File: config.mk
export PLATFORM = sky130hd
export DESIGN_NAME = date_day_number_difference_top_flat
export DESIGN_NICKNAME = d
export VERILOG_FILES = /design/src/rtl/core/ddn_pkg.sv /design/src/rtl/core/ddn_if.sv /design/src/rtl/core/ddn_date_conv.sv /design/src/rtl/core/date_day_number_difference_top.sv /design/src/flat_wrapper.sv
export SDC_FILE = /design/constraint.sdc
export NUM_CORES = 1
export LEC_CHECK = 0
export BUFFER_PORTS_ARGS = -buffer_cell sky130_fd_sc_hd__buf_2
export CAP_MARGIN = 10
export CORE_MARGIN = 4
export CORE_UTILIZATION = 40
export CTS_CLUSTER_SIZE = 12
export DETAILED_ROUTE_END_ITERATION = 6
export PLACE_DENSITY = 0.57
export SETUP_SLACK_MARGIN = 0.5
export SLEW_MARGIN = 20
export SYNTH_ARGS = -nofsm -noshare
export SYNTH_HDL_FRONTEND = slang
export SYNTH_SLANG_ARGS = --single-unit
File: constraint.sdc
create_clock -name clk -period 16.4 [get_ports clk]
set_clock_uncertainty 0.2 [all_clocks]
set_input_delay 3.28 -clock clk [delete_from_list [all_inputs] [get_ports clk]]
set_output_delay 3.28 -clock clk [all_outputs]
set_load 0.02 [all_outputs]
File: src/rtl/core/ddn_pkg.sv
package ddn_pkg;

	localparam int unsigned DayW    = 5;
	localparam int unsigned MonthW  = 4;
	localparam int unsigned YearW   = 14;
	localparam int unsigned NumW    = 22;
	localparam int unsigned DiffW   = 23;

	localparam logic [MonthW-1:0] MonthJan = 4'd1;
	localparam logic [MonthW-1:0] MonthFeb = 4'd2;
	localparam logic [MonthW-1:0] MonthDec = 4'd12;
	localparam logic [YearW-1:0]  YearMax  = 14'd9999;
	localparam logic [DayW-1:0]   DayLeap  = 5'd29;
	localparam logic [DayW-1:0]   DayFebEnd = 5'd28;

	// floor(x / 25) = (x * Recip25) >> Recip25Shift for x below 4096
	localparam logic [12:0] Recip25      = 13'd5243;
	localparam int unsigned Recip25Shift = 17;

	typedef struct packed {
		logic [DayW-1:0]   day;
		logic [MonthW-1:0] month;
		logic [YearW-1:0]  year;
	} date_t;

	typedef struct packed {
		logic            valid;
		logic [NumW-1:0] number;
	} day_num_t;

	function automatic logic [8:0] days_before_month(input logic [MonthW-1:0] m);
		logic [8:0] r;
		unique case (m)
			4'd1:    r = 9'd0;
			4'd2:    r = 9'd31;
			4'd3:    r = 9'd59;
			4'd4:    r = 9'd90;
			4'd5:    r = 9'd120;
			4'd6:    r = 9'd151;
			4'd7:    r = 9'd181;
			4'd8:    r = 9'd212;
			4'd9:    r = 9'd243;
			4'd10:   r = 9'd273;
			4'd11:   r = 9'd304;
			4'd12:   r = 9'd334;
			default: r = 9'd0;
		endcase
		return r;
	endfunction

	function automatic logic [DayW-1:0] month_length(input logic [MonthW-1:0] m);
		logic [DayW-1:0] r;
		unique case (m)
			4'd2:                   r = 5'd28;
			4'd4, 4'd6, 4'd9, 4'd11: r = 5'd30;
			default:                r = 5'd31;
		endcase
		return r;
	endfunction

endpackage

File: src/rtl/core/ddn_if.sv
interface ddn_in_if;
	logic                         valid;
	logic                         ready;
	logic [ddn_pkg::DayW-1:0]     first_day;
	logic [ddn_pkg::MonthW-1:0]   first_month;
	logic [ddn_pkg::YearW-1:0]    first_year;
	logic [ddn_pkg::DayW-1:0]     second_day;
	logic [ddn_pkg::MonthW-1:0]   second_month;
	logic [ddn_pkg::YearW-1:0]    second_year;

	modport source(output valid, first_day, first_month, first_year,
		second_day, second_month, second_year, input ready);
	modport sink(input valid, first_day, first_month, first_year,
		second_day, second_month, second_year, output ready);
endinterface

interface ddn_out_if;
	logic                         valid;
	logic                         ready;
	logic                         first_valid;
	logic                         second_valid;
	logic [ddn_pkg::NumW-1:0]     first_day_number;
	logic [ddn_pkg::DiffW-1:0]    day_difference;

	modport source(output valid, first_valid, second_valid, first_day_number,
		day_difference, input ready);
	modport sink(input valid, first_valid, second_valid, first_day_number,
		day_difference, output ready);
endinterface

File: src/rtl/core/ddn_date_conv.sv
module ddn_date_conv (
	input  ddn_pkg::date_t    date,
	output ddn_pkg::day_num_t result
);

	logic [11:0] y4;
	logic [24:0] y_prod;
	logic [7:0]  y_q;
	logic [11:0] y_rem;
	logic        div4;
	logic        div100;
	logic        div400;
	logic        leap;
	logic [4:0]  day_adj;
	logic        range_ok;
	logic [4:0]  len;
	logic        ok;
	logic [13:0] p;
	logic [11:0] p4;
	logic [24:0] p_prod;
	logic [7:0]  q100;
	logic [5:0]  q400;
	logic        after_feb;
	logic [22:0] total;

	// leap test: y/100 = (y/4)/25, remainder checked against zero
	assign y4     = date.year[13:2];
	assign y_prod = 25'(y4) * 25'(ddn_pkg::Recip25);
	assign y_q    = y_prod[24:ddn_pkg::Recip25Shift];
	assign y_rem  = y4 - 12'(y_q * 12'd25);
	assign div4   = (date.year[1:0] == 2'd0);
	assign div100 = div4 && (y_rem == 12'd0);
	assign div400 = div100 && (y_q[1:0] == 2'd0);
	assign leap   = div400 || (div4 && !div100);

	// clamp 29 February of a common year
	assign day_adj = (date.day == ddn_pkg::DayLeap && date.month == ddn_pkg::MonthFeb && !leap)
		? ddn_pkg::DayFebEnd : date.day;

	assign range_ok = (day_adj != 5'd0) && (date.month >= ddn_pkg::MonthJan)
		&& (date.month <= ddn_pkg::MonthDec) && (date.year != 14'd0)
		&& (date.year <= ddn_pkg::YearMax);
	assign len = ddn_pkg::month_length(date.month)
		+ 5'((date.month == ddn_pkg::MonthFeb) && leap);
	assign ok  = range_ok && (day_adj <= len);

	assign p      = date.year - 14'd1;
	assign p4     = p[13:2];
	assign p_prod = 25'(p4) * 25'(ddn_pkg::Recip25);
	assign q100   = p_prod[24:ddn_pkg::Recip25Shift];
	assign q400   = q100[7:2];
	assign after_feb = leap && (date.month > ddn_pkg::MonthFeb);

	assign total = 23'(p) * 23'd365 + 23'(p4) - 23'(q100) + 23'(q400)
		+ 23'(ddn_pkg::days_before_month(date.month)) + 23'(after_feb)
		+ 23'(day_adj) - 23'd1;

	assign result.valid  = ok;
	assign result.number = ok ? total[ddn_pkg::NumW-1:0] : '0;

endmodule

File: src/rtl/core/date_day_number_difference_top.sv
// An accepted word passes the input register, then the result register, into its result word.
// Throughput: one date pair per cycle when not stalled; converters work in parallel in one stage.
// A stalled output holds the pipeline; the input stays ready while a stage can move on.
// Reset (arst_n low, asynchronous) empties both stages; payload registers are not reset.
module date_day_number_difference_top (
	input  logic        clk,
	input  logic        arst_n,
	ddn_in_if.sink      dates,
	ddn_out_if.source   numbers
);

	logic              v_s1;
	ddn_pkg::date_t    first_s1;
	ddn_pkg::date_t    second_s1;
	ddn_pkg::day_num_t first_res;
	ddn_pkg::day_num_t second_res;
	logic [ddn_pkg::DiffW-1:0] diff;
	logic              v_s2;
	logic              first_valid_s2;
	logic              second_valid_s2;
	logic [ddn_pkg::NumW-1:0]  first_num_s2;
	logic [ddn_pkg::DiffW-1:0] diff_s2;
	logic              adv_s2;
	logic              adv_s1;

	assign adv_s2 = !v_s2 || numbers.ready;
	assign adv_s1 = !v_s1 || adv_s2;
	assign dates.ready = adv_s1;

	always_ff @(posedge clk or negedge arst_n) begin
		if (!arst_n) begin
			v_s1 <= 1'b0;
		end else if (adv_s1) begin
			v_s1 <= dates.valid;
		end
	end

	always_ff @(posedge clk) begin
		if (adv_s1 && dates.valid) begin
			first_s1  <= '{day: dates.first_day, month: dates.first_month,
				year: dates.first_year};
			second_s1 <= '{day: dates.second_day, month: dates.second_month,
				year: dates.second_year};
		end
	end

	ddn_date_conv u_conv_first (
		.date   (first_s1),
		.result (first_res)
	);

	ddn_date_conv u_conv_second (
		.date   (second_s1),
		.result (second_res)
	);

	assign diff = ddn_pkg::DiffW'(second_res.number) - ddn_pkg::DiffW'(first_res.number);

	always_ff @(posedge clk or negedge arst_n) begin
		if (!arst_n) begin
			v_s2 <= 1'b0;
		end else if (adv_s2) begin
			v_s2 <= v_s1;
		end
	end

	always_ff @(posedge clk) begin
		if (adv_s2 && v_s1) begin
			first_valid_s2  <= first_res.valid;
			second_valid_s2 <= second_res.valid;
			first_num_s2    <= first_res.number;
			diff_s2         <= diff;
		end
	end

	assign numbers.valid            = v_s2;
	assign numbers.first_valid      = first_valid_s2;
	assign numbers.second_valid     = second_valid_s2;
	assign numbers.first_day_number = first_num_s2;
	assign numbers.day_difference   = diff_s2;

	a_invalid_first_zero: assert property (@(posedge clk) disable iff (!arst_n)
		numbers.valid && !numbers.first_valid |-> numbers.first_day_number == '0)
		else $error("invalid first date gave a non-zero day number");

	a_both_invalid_no_diff: assert property (@(posedge clk) disable iff (!arst_n)
		numbers.valid && !numbers.first_valid && !numbers.second_valid
		|-> numbers.day_difference == '0)
		else $error("two invalid dates gave a non-zero difference");

	a_full_stall_blocks_input: assert property (@(posedge clk) disable iff (!arst_n)
		v_s1 && v_s2 && !numbers.ready |-> !dates.ready)
		else $error("input taken while both stages are held");

	a_accept_fills_s1: assert property (@(posedge clk) disable iff (!arst_n)
		dates.valid && dates.ready |=> v_s1)
		else $error("accepted word did not reach the input stage");

endmodule

File: src/flat_wrapper.sv
// flat-port wrapper written by rule: the top's interface ports become plain ports
module date_day_number_difference_top_flat 
  (clk, arst_n, dates_valid, dates_first_day, dates_first_month, dates_first_year, dates_second_day, dates_second_month, dates_second_year, dates_ready, numbers_valid, numbers_first_valid, numbers_second_valid, numbers_first_day_number, numbers_day_difference, numbers_ready);
  ddn_in_if dates_i ();
  ddn_out_if numbers_i ();
  input  logic clk;
  input  logic arst_n;
  input wire logic [$bits(dates_i.valid)-1:0] dates_valid;
  input wire logic [$bits(dates_i.first_day)-1:0] dates_first_day;
  input wire logic [$bits(dates_i.first_month)-1:0] dates_first_month;
  input wire logic [$bits(dates_i.first_year)-1:0] dates_first_year;
  input wire logic [$bits(dates_i.second_day)-1:0] dates_second_day;
  input wire logic [$bits(dates_i.second_month)-1:0] dates_second_month;
  input wire logic [$bits(dates_i.second_year)-1:0] dates_second_year;
  output wire logic [$bits(dates_i.ready)-1:0] dates_ready;
  output wire logic [$bits(numbers_i.valid)-1:0] numbers_valid;
  output wire logic [$bits(numbers_i.first_valid)-1:0] numbers_first_valid;
  output wire logic [$bits(numbers_i.second_valid)-1:0] numbers_second_valid;
  output wire logic [$bits(numbers_i.first_day_number)-1:0] numbers_first_day_number;
  output wire logic [$bits(numbers_i.day_difference)-1:0] numbers_day_difference;
  input wire logic [$bits(numbers_i.ready)-1:0] numbers_ready;
  assign dates_i.valid = dates_valid;
  assign dates_i.first_day = dates_first_day;
  assign dates_i.first_month = dates_first_month;
  assign dates_i.first_year = dates_first_year;
  assign dates_i.second_day = dates_second_day;
  assign dates_i.second_month = dates_second_month;
  assign dates_i.second_year = dates_second_year;
  assign dates_ready = dates_i.ready;
  assign numbers_valid = numbers_i.valid;
  assign numbers_first_valid = numbers_i.first_valid;
  assign numbers_second_valid = numbers_i.second_valid;
  assign numbers_first_day_number = numbers_i.first_day_number;
  assign numbers_day_difference = numbers_i.day_difference;
  assign numbers_i.ready = numbers_ready;
  date_day_number_difference_top u_core (.clk(clk), .arst_n(arst_n), .dates(dates_i), .numbers(numbers_i));
endmodule
==> metrics.yaml, run 1 <==
yosys:
  netlist-cell-type-count: 72
  ys_warn_count: 0
  syn_avg_cell_area_um2: 9.813
  ys_ff_latch: 113
  synth_ff_type: "edfxtp_1"
  synth_cells: 2730
  synth-edff-count: 93
  synthesis.area_um2: 26790
  async_flop_share_pct: 1.770
  synth-seq-area-share_pct: 11.96
timing:
  drv_slew: 0
  final_hold_viol_count: 0
  timing.fmax_mhz: 65.28
  rsz0062_at_grt: "false"
  fin_setup_tns_ns: 0
  worstMarginPinSlew_ns: 1.115
  fin_crit_sh_pct: 93.41
  layout_min_cycle_time_ns: 15.32
  relSlewSlack_pct: 25.12
  finalSetupViolations: 0
placed_design:
  gp_congestion: 0.8973
  port_buffers: 98
  hpwl_um: 56670
layout:
  nNetsFinal: 3958
  layout_common_cells: "746 x inv_1, 596 x ha_1, 383 x fa_1"
  fillers: 6286
  multi_input_area_um2: 21060
  drive_gt1_share_pct: 10.60
  ff_latch_area_um2: 3203
  mostFrequentLayoutCell: "inv_1"
  syn_to_final_growth_pct: 11.51
critical_path:
  arrival_ns: 15.31
  crit_end: "u_core.numbers.day_difference[21]"
  cp.required_ns: 16.40
  cpLargestDelayFamily: "adder cells"
  end_kind: "flip-flop"
  cp_common_cell: "fa_1"
  critPathBufInv: 12
  cp_max_fo: 6
  r2r_start: "u_core.first_s1[13]"
  timing.rr.end: "u_core.numbers.day_difference[21]"
  reg2reg_depth: 63
  startpoint: "u_core.first_s1[13]"
  crit_cells: 63
  cp_slowest_stage_delay_ns: 0.55
  cpMaxStageDelayCell: "fa_1"
  crit_type: "reg -> reg"
  critPathLaunchType: "flip-flop"
  r2r_setup_slack_ns: 1.08
grt:
  grt_pass1_wl_um: 105300
  grt-ovfl-total: 0
  grt.total_usage_pct: 18.73
  grt_max_degree: 48
  first_global_vias: 20244
  antenna_found_initial: 4
cts:
  cts_max_path_buffers: 2
  ctsHoldBuffers: 0
  tritoncts: "yes"
  cts_buffers: 17
  cts-root-buf: "clkbuf_16"
  clkTransAtPathRegs_ns: 0.07
  cts.sinks: 113
  h-tree-depth: 4
  clk_latency_ns: 0.46
detailed_routing:
  dr_wl_met3_um: 2527
  drc_errors: 0
  wire_per_inst_um: 17.04
  avgViaCountPerCell: 4.951
  first_pass_iters: 7
  drt_iter0_drc: 970
  highest-signal-layer: "met5"
  ant_nets: 0
  wirelength_um: 64580
  met2_length_um: 29790
  vias: 18765
  met1_length_um: 31550
floorplan:
  row_count: 94
  dieArea_um2: 71170
  core_area_um2: 66100
  die_x_um: 266.8
  die_h_um: 266.8
  start_util_pct: 40.53
  ios: 99
job:
  drv_cap: 0
status:
  status: "completed"
hold_path:
  holdCritPathClass: "reg -> reg"
[worst min-delay path by stage]
stage          slack [ns]                   end  depth (start not counted)   startpoint
3_5_place_dp         0.28  u_core.numbers.valid                          1  u_core.v_s1
5_1_grt              0.34  u_core.numbers.valid                          1  u_core.v_s1
3_3_place_gp         0.27  u_core.numbers.valid                          1  u_core.v_s1
2_1_floorplan        0.25  u_core.numbers.valid                          1  u_core.v_s1
6_report             0.30  u_core.numbers.valid                          1  u_core.v_s1
4_1_cts              0.31  u_core.numbers.valid                          1  u_core.v_s1
[cell type report]
type                       count  share of cell area [%]
timing repair buffer         180                   3.703
multi-input combinational   1845                   70.50
sequential                   113                   10.72
antenna                        1                0.008377
tap                          864                   3.619
clock buffer                  17                   1.424
clock inverter                14                  0.5194
inverter                     756                   9.499
[metrics by stage]
step / utilization [%] / cells / setup WS (ns) / cell area, µm² / hold slack [ns]
finish: 45.19 / 3790 / 1.081 / 29870 / 0.2994
global route: 45.19 / 3790 / 0.4360 / 29870 / 0.3406
CTS: 44.29 / 3753 / 0.4919 / 29270 / 0.3060
detailed placement: 43.30 / 3715 / 0.1717 / 28620 / 0.2807
global placement: 43.30 / 3715 / 0.4349 / 28620 / 0.2673
floorplan: - / 2731 / 1.116 / 26790 / 0.2490
[repair_timing]
action	CTS	global route
pin swaps	3	33
resized for setup	8	76
setup buffers	7	36
setup endpoints to repair	5	12
[per-layer routing]
metal,GRT usage [%],vias up
met3,2.885,53
met1,26.90,9264
li1,-,9146
met4,3.041,6
met5,0,-
met2,30.62,296
[logic make-up after synthesis]
kind of cell,share of synthesized area (%)
xor gates and xnor gates,4.311
AOI/OAI and AO/OA,7.669
buffers and inverters,10.83
and+or+nand+nor,6.983
adders and majority gates,57.26
muxes,0.9715
DFF,11.96
other,0.01400
[Yosys cell counts (all sizes together) (3+ instances only)]
| library cell | n | area (µm²) |
|---|---|---|
| nor2b | 13 | 81.33 |
| or2 | 11 | 68.82 |
| nand2 | 99 | 371.6 |
| o21ai | 68 | 340.3 |
| and3 | 15 | 93.84 |
| a211o | 6 | 52.55 |
| fa | 385 | 7707 |
| a2111oi | 4 | 35.03 |
| dfxtp | 18 | 360.4 |
| and2 | 14 | 87.58 |
| ha | 610 | 7632 |
| inv | 756 | 2838 |
| mux2 | 5 | 56.30 |
| a21oi | 91 | 455.4 |
| nand3 | 28 | 140.1 |
| edfxtp | 93 | 2793 |
| nand2b | 16 | 100.1 |
| nor3 | 44 | 220.2 |
| or4 | 3 | 22.52 |
| xor2 | 39 | 341.6 |
| nor2 | 81 | 304.0 |
| nor4 | 8 | 50.05 |
| a21o | 34 | 255.2 |
| o22ai | 3 | 18.77 |
| nand3b | 8 | 60.06 |
| o31ai | 6 | 45.04 |
| or3 | 13 | 81.33 |
| and4b | 3 | 30.03 |
| and4 | 3 | 26.28 |
| o2111ai | 4 | 35.03 |
| o41a | 3 | 33.78 |
| mux2i | 20 | 203.9 |
| nand4 | 11 | 68.82 |
| xnor2 | 92 | 813.3 |
| o211ai | 3 | 27.52 |
| a211oi | 18 | 152.7 |
| a31oi | 15 | 93.84 |
| o31a | 4 | 35.03 |
| clkbuf | 17 | 63.81 |
| o21a | 15 | 112.6 |
| a21boi | 5 | 37.54 |
| o21bai | 10 | 75.07 |
Power of run 1 is left out: the tool's default activity adds up to more than one toggle a clock period on the data nets, which glitch-free logic cannot reach.
==> run 2: changes to the inputs <==
- CELL_PAD_IN_SITES_DETAIL_PLACEMENT: not set -> 0
- CELL_PAD_IN_SITES_GLOBAL_PLACEMENT: not set -> 2
- CORE_UTILIZATION: 40 -> 39
- PLACE_DENSITY: 0.57 -> 0.79
==> run 2 against run 1 <==
  * Maximum frequency barely moved
  * Cell count rose by 0.40%
  * First-iteration DRC count is 7.1% lower
  * Worst setup slack worse by 0.014 ns
  * Count of clock-buffer cells in the layout did not move
  * Critical path depth is 9 lower
  * Routed wire length rose by 1.8%
  * Hold slack improved by 0.017 ns
  * Critical path type unchanged
==> metrics.yaml, run 2 (same netlist as run 1, synthesis figures left out) <==
grt:
  grtUsageMet2_pct: 29.46  # -1.2 points
  grt_util_met1_pct: 26.06  # -0.84 points
  grt_util_met3_pct: 3.083  # +0.20 points
  grt_max_degree: 48  # unchanged
  grt_pass1_wl_um: 107000  # +1.6%
  grt-ovfl-total: 0  # unchanged
  grt.total_usage_pct: 18.40  # -0.33 points
  antenna_found_initial: 5  # +1
  first_global_vias: 20299  # +0.27%
  busiest_layer: "met2"
critical_path:
  cp_common_cell: "fa_1"
  r2r_setup_slack_ns: 1.07  # about the same
  reg2reg_depth: 54  # -14%
  end_kind: "flip-flop"
  crit_end: "u_core.numbers.day_difference[20]"
  crit_type: "reg -> reg"
  cpMaxStageDelayCell: "fa_1"
  cp_max_fo: 6  # unchanged
  cp_slowest_stage_delay_ns: 0.55  # about the same
  arrival_ns: 15.35  # +0.04 ns
  r2r_start: "u_core.first_s1[11]"
  timing.rr.end: "u_core.numbers.day_difference[20]"
  cp.required_ns: 16.42  # +0.02 ns
  startpoint: "u_core.first_s1[11]"
  critPathLaunchType: "flip-flop"
detailed_routing:
  ant_nets: 0  # unchanged
  drt_iter0_drc: 901  # -7.1%
  first_pass_iters: 6  # -1
  drc_errors: 0  # unchanged
  vias: 18689  # -0.41%
  avgViaCountPerCell: 4.912  # -0.80%
  wirelength_um: 65730  # +1.8%
  wire_per_inst_um: 17.28  # +1.4%
layout:
  fillers: 6560  # +4.4%
  drive_gt1_share_pct: 11.37  # +0.77 points
  syn_to_final_growth_pct: 12.04
  multi_input_area_um2: 21160  # +0.46%
  nNetsFinal: 3962  # +0.10%
  ff_latch_area_um2: 3203  # unchanged
  mostFrequentLayoutCell: "inv_1"
  layout_common_cells: "747 x inv_1, 595 x ha_1, 379 x fa_1"
cts:
  tritoncts: "yes"
  cts_buffers: 17  # unchanged
  cts.sinks: 113  # unchanged
  cts_max_path_buffers: 2  # unchanged
  ctsHoldBuffers: 0  # unchanged
  h-tree-depth: 4  # unchanged
  clk_latency_ns: 0.48  # +0.02 ns
  clkTransAtPathRegs_ns: 0.07  # about the same
  cts-root-buf: "clkbuf_16"
hold_path:
  holdCritPathClass: "reg -> reg"
floorplan:
  die_h_um: 270.1  # +1.2%
  row_count: 95  # +1.1%
  die_x_um: 270.1  # +1.2%
  start_util_pct: 39.61  # -0.92 points
  ios: 99  # unchanged
  core_area_um2: 67630  # +2.3%
  dieArea_um2: 72950  # +2.5%
timing:
  drv_slew: 0  # unchanged
  fin_setup_tns_ns: 0  # unchanged
  relSlewSlack_pct: 27.09  # +2.0 points
  finalSetupViolations: 0  # unchanged
  final_hold_viol_count: 0  # unchanged
  rsz0062_at_grt: "false"
  timing.fmax_mhz: 65.22  # about the same
  worstMarginPinSlew_ns: 1.086  # -0.02938 ns
  fin_crit_sh_pct: 93.50  # about the same
  layout_min_cycle_time_ns: 15.33  # +0.01438 ns
placed_design:
  hpwl_um: 57610  # +1.7%
  gp_congestion: 0.8636  # -3.8%
  port_buffers: 98  # unchanged
job:
  drv_cap: 0  # unchanged
status:
  status: "completed"
==> run 2: worst min-delay path by stage <==
| stage | startpoint | endpoint | slack (ns) | cells past startpoint |
|---|---|---|---|---|
| after global placement | u_core.v_s1 | u_core.numbers.valid | 0.26 | 1 |
| after global routing | u_core.v_s1 | u_core.numbers.valid | 0.37 | 1 |
| after floorplan | u_core.v_s1 | u_core.numbers.valid | 0.25 | 1 |
| final | u_core.v_s1 | u_core.numbers.valid | 0.32 | 1 |
| after CTS | u_core.v_s1 | u_core.numbers.valid | 0.31 | 1 |
| after detailed placement | u_core.v_s1 | u_core.numbers.valid | 0.29 | 1 |
==> run 2: per-stage QoR <==
stage | hold WS, ns | worst slack (ns) | instance area, µm² | utilization, % | cells
floorplan | 0.2490 | 1.116 | 26790 | - | 2731
global placement | 0.2629 | 0.5204 | 28660 | 42.38 | 3728
detailed placement | 0.2875 | 0.2880 | 28660 | 42.38 | 3728
CTS | 0.3141 | 0.5144 | 29300 | 43.32 | 3766
global route | 0.3653 | 0.3967 | 30010 | 44.37 | 3803
finish | 0.3161 | 1.067 | 30010 | 44.38 | 3805
==> run 2: worst max-delay path: cells and delay by family (launching register included) <==
kind	cells	cell delay, ns
compound gates	18	4.13
xor+xnor	2	0.62
simple gates	4	1.03
flops	1	0.53
mux	1	0.15
fa+ha+maj	18	7.52
buf+inv	11	0.87
==> run 2: layout make-up <==
class                      instances  share of cell area, %
inverter                         756                  9.459
multi-input combinational       1845                  70.50
clock buffer                      17                  1.417
antenna                            2                0.01667
clock inverter                    15                 0.5002
sequential                       113                  10.67
timing repair buffer             184                  3.798
tap                              873                  3.639
==> run 2: repair_timing <==
item / CTS / global route
setup buffers: 6 / 37
resized for setup: 7 / 100
hold endpoints to repair: 0 / 0
pin swaps: 2 / 55
endpoints found under the setup margin: 4 / 12
==> run 2: layer usage <==
metal  vias to the layer above  part of all wire (%)  wire [µm]
li1                       9172                     -          -
met1                      9139                    49      32130
met2                       307                    45      29590
met3                        71                   4.1       2676
met4                         0                   2.0       1335
met5                         -                     0          0
Power of run 2 is left out for the same reason.
==> run 3: changes to the inputs <==
- ABC_AREA: not set -> 1
- BUFFER_PORTS_ARGS: -buffer_cell sky130_fd_sc_hd__buf_2 -> not set
- DONT_BUFFER_PORTS: not set -> 1
==> run 3 against run 2 <==
  * Flip-flop and latch count did not move
  * Cell count increased by 3.9%
  * Cell area fell by 2.6%
  * Register-to-register slack better by 0.53 ns
  * Hold slack gained 0.0052 ns
  * Via count is 0.76% lower
  * Maximum frequency up 3.6%
  * First-iteration DRC count shrank 21%
  * Critical endpoint is now u_core.numbers.day_difference[21]
  * Highest routed layer is now met5
==> metrics.yaml, run 3 <==
yosys:
  synthTopCellsByCount: "861 x inv_1, 610 x ha_1, 385 x fa_1, 270 x nand2_1, 140 x a21oi_1"
  yosys.area.top_type: "fa_1"
  ys_warn_count: 0  # unchanged
  synth_ff_type: "edfxtp_1"
  synth_top_area_share_pct: 28.55  # -0.22 points
  syn_avg_cell_area_um2: 9.179  # -6.5%
  synth-seq-area-share_pct: 11.87  # -0.091 points
  ys_ff_latch: 113  # unchanged
  async_flop_share_pct: 1.770  # unchanged
  netlist-cell-type-count: 50  # -31%
  synth_area_leaders: "fa_1 29%, ha_1 28%, inv_1 12%"
  synthesis.area_um2: 26990  # +0.77%
  synth_cells: 2941  # +7.7%
  synth-edff-count: 93  # unchanged
  synth_most_common_cell: "inv_1"
critical_path:
  cp.required_ns: 16.41  # about the same
  cp_common_cell: "nand2_1"
  timing.rr.end: "u_core.numbers.day_difference[21]"
  cp_max_fo: 5  # -1
  arrival_ns: 14.80  # -0.55 ns
  reg2reg_depth: 77  # +43%
  crit_type: "reg -> reg"
  critPathLaunchType: "flip-flop"
  cp_slowest_stage_delay_ns: 0.55  # about the same
  cpMaxStageDelayCell: "fa_1"
  r2r_start: "u_core.second_s1[9]"
  crit_end: "u_core.numbers.day_difference[21]"
  end_kind: "flip-flop"
  r2r_setup_slack_ns: 1.60  # +0.53 ns
  startpoint: "u_core.second_s1[9]"
timing:
  relSlewSlack_pct: 35.87  # +8.8 points
  layout_min_cycle_time_ns: 14.80  # -0.5345 ns
  fin_setup_tns_ns: 0  # unchanged
  rsz0062_at_grt: "false"
  drv_slew: 0  # unchanged
  timing.fmax_mhz: 67.57  # +3.6%
  final_hold_viol_count: 0  # unchanged
  worstMarginPinSlew_ns: 0.9550  # -0.1308 ns
  fin_crit_sh_pct: 90.24  # -3.3 points
  finalSetupViolations: 0  # unchanged
placed_design:
  gp_congestion: 0.9093  # +5.3%
  port_buffers: 0  # -100%
  hpwl_um: 57690  # +0.15%
  placed_area_um2: 28170  # -1.7%
cts:
  tritoncts: "yes"
  clk_latency_ns: 0.49  # about the same
  cts_buffers: 17  # unchanged
  cts-root-buf: "clkbuf_16"
  clkTransAtPathRegs_ns: 0.08  # about the same
  h-tree-depth: 4  # unchanged
  cts_max_path_buffers: 2  # unchanged
  cts.sinks: 113  # unchanged
hold_path:
  holdCritPathClass: "reg -> reg"
  min_path_cells: 2  # +1
detailed_routing:
  ant_nets: 0  # unchanged
  vias: 18547  # -0.76%
  avgViaCountPerCell: 4.692  # -4.5%
  first_pass_iters: 5  # -1
  drc_errors: 0  # unchanged
  wirelength_um: 64550  # -1.8%
  drt_iter0_drc: 711  # -21%
  wire_per_inst_um: 16.33  # -5.5%
floorplan:
  die_h_um: 271.1  # +0.37%
  dieArea_um2: 73490  # +0.75%
  ios: 99  # unchanged
  die_x_um: 271.1  # +0.37%
  core_area_um2: 68590  # +1.4%
  row_count: 96  # +1.1%
  start_util_pct: 39.36  # -0.25 points
job:
  drv_cap: 0  # unchanged
grt:
  first_global_vias: 20053  # -1.2%
  grt.total_usage_pct: 18.39  # about the same
  grt-ovfl-total: 0  # unchanged
  grt_max_degree: 48  # unchanged
  antenna_found_initial: 8  # +3
  grt_pass1_wl_um: 107000  # about the same
layout:
  syn_to_final_growth_pct: 8.315
  layout_common_cells: "853 x inv_1, 607 x ha_1, 382 x fa_1"
  finalInstanceArea_um2: 29240  # -2.6%
  drive_gt1_share_pct: 5.800  # -5.6 points
  nNetsFinal: 4049  # +2.2%
  mostFrequentLayoutCell: "inv_1"
status:
  status: "completed"
## run 3: how the worst min path moves through the flow
stage,slack (ns),end,start
2_1_floorplan,0.25,u_core.numbers.valid,u_core.v_s1
3_3_place_gp,0.29,u_core.numbers.valid,u_core.v_s1
3_5_place_dp,0.31,u_core.numbers.valid,u_core.v_s1
4_1_cts,0.32,u_core.numbers.valid,u_core.v_s1
5_1_grt,0.37,u_core.numbers.valid,u_core.v_s1
6_report,0.32,u_core.numbers.valid,u_core.v_s1
## run 3: final cells by class
class / instances / area [µm²]
antenna: 5 / 12.51
tap: 931 / 1165
timing repair buffer: 55 / 412.9
multi-input combinational: 1954 / 20590
clock inverter: 15 / 186.4
clock buffer: 17 / 425.4
inverter: 863 / 3242
fill: 6787 / 39350
sequential: 113 / 3203
## run 3: worst max-delay path: cells and delay by family (launching register included)
family,cells,cell delay [ns]
adder cells (fa/ha/maj),18,7.73
AND/OR/NAND/NOR,29,2.47
AO/OA/AOI/OAI,15,2.33
flip-flops,1,0.49
XOR/XNOR,3,0.56
buffers and inverters,12,0.74
## run 3: layer usage
layer	vias to the layer above	GRT usage, %	routed length [µm]
met3	65	3.867	3255
met1	8901	26.37	31830
met5	-	0	68
li1	9250	-	-
met4	10	3.982	1068
met2	321	28.76	28320
## run 3: per-stage QoR
| step | hold slack, ns | setup slack (ns) | cells | util, % |
|---|---|---|---|---|
| finish | 0.3213 | 1.601 | 3953 | 42.63 |
| global route | 0.3701 | 0.4466 | 3950 | 42.62 |
| global placement | 0.2918 | 0.8485 | 3871 | 41.08 |
| detailed placement | 0.3065 | 0.6402 | 3871 | 41.08 |
| CTS | 0.3238 | 0.5571 | 3903 | 41.97 |
| floorplan | 0.2471 | 2.555 | 2942 | - |
## run 3: cells by family after synthesis
logic type	after synthesis	share of synthesized area [%]
adders and majority gates	995	56.83
buffers and inverters	875	12.29
and+or+nand+nor	551	8.936
AOI/OAI and AO/OA	271	5.664
xor gates and xnor gates	135	4.408
DFF	113	11.87
other	1	0.01389
## run 3: what timing repair did
action,in CTS,in global routing
endpoints found under the setup margin,0,14
hold buffers,0,0
setup buffers,0,45
gates resized for setup,0,45
Power of run 3 is left out for the same reason.
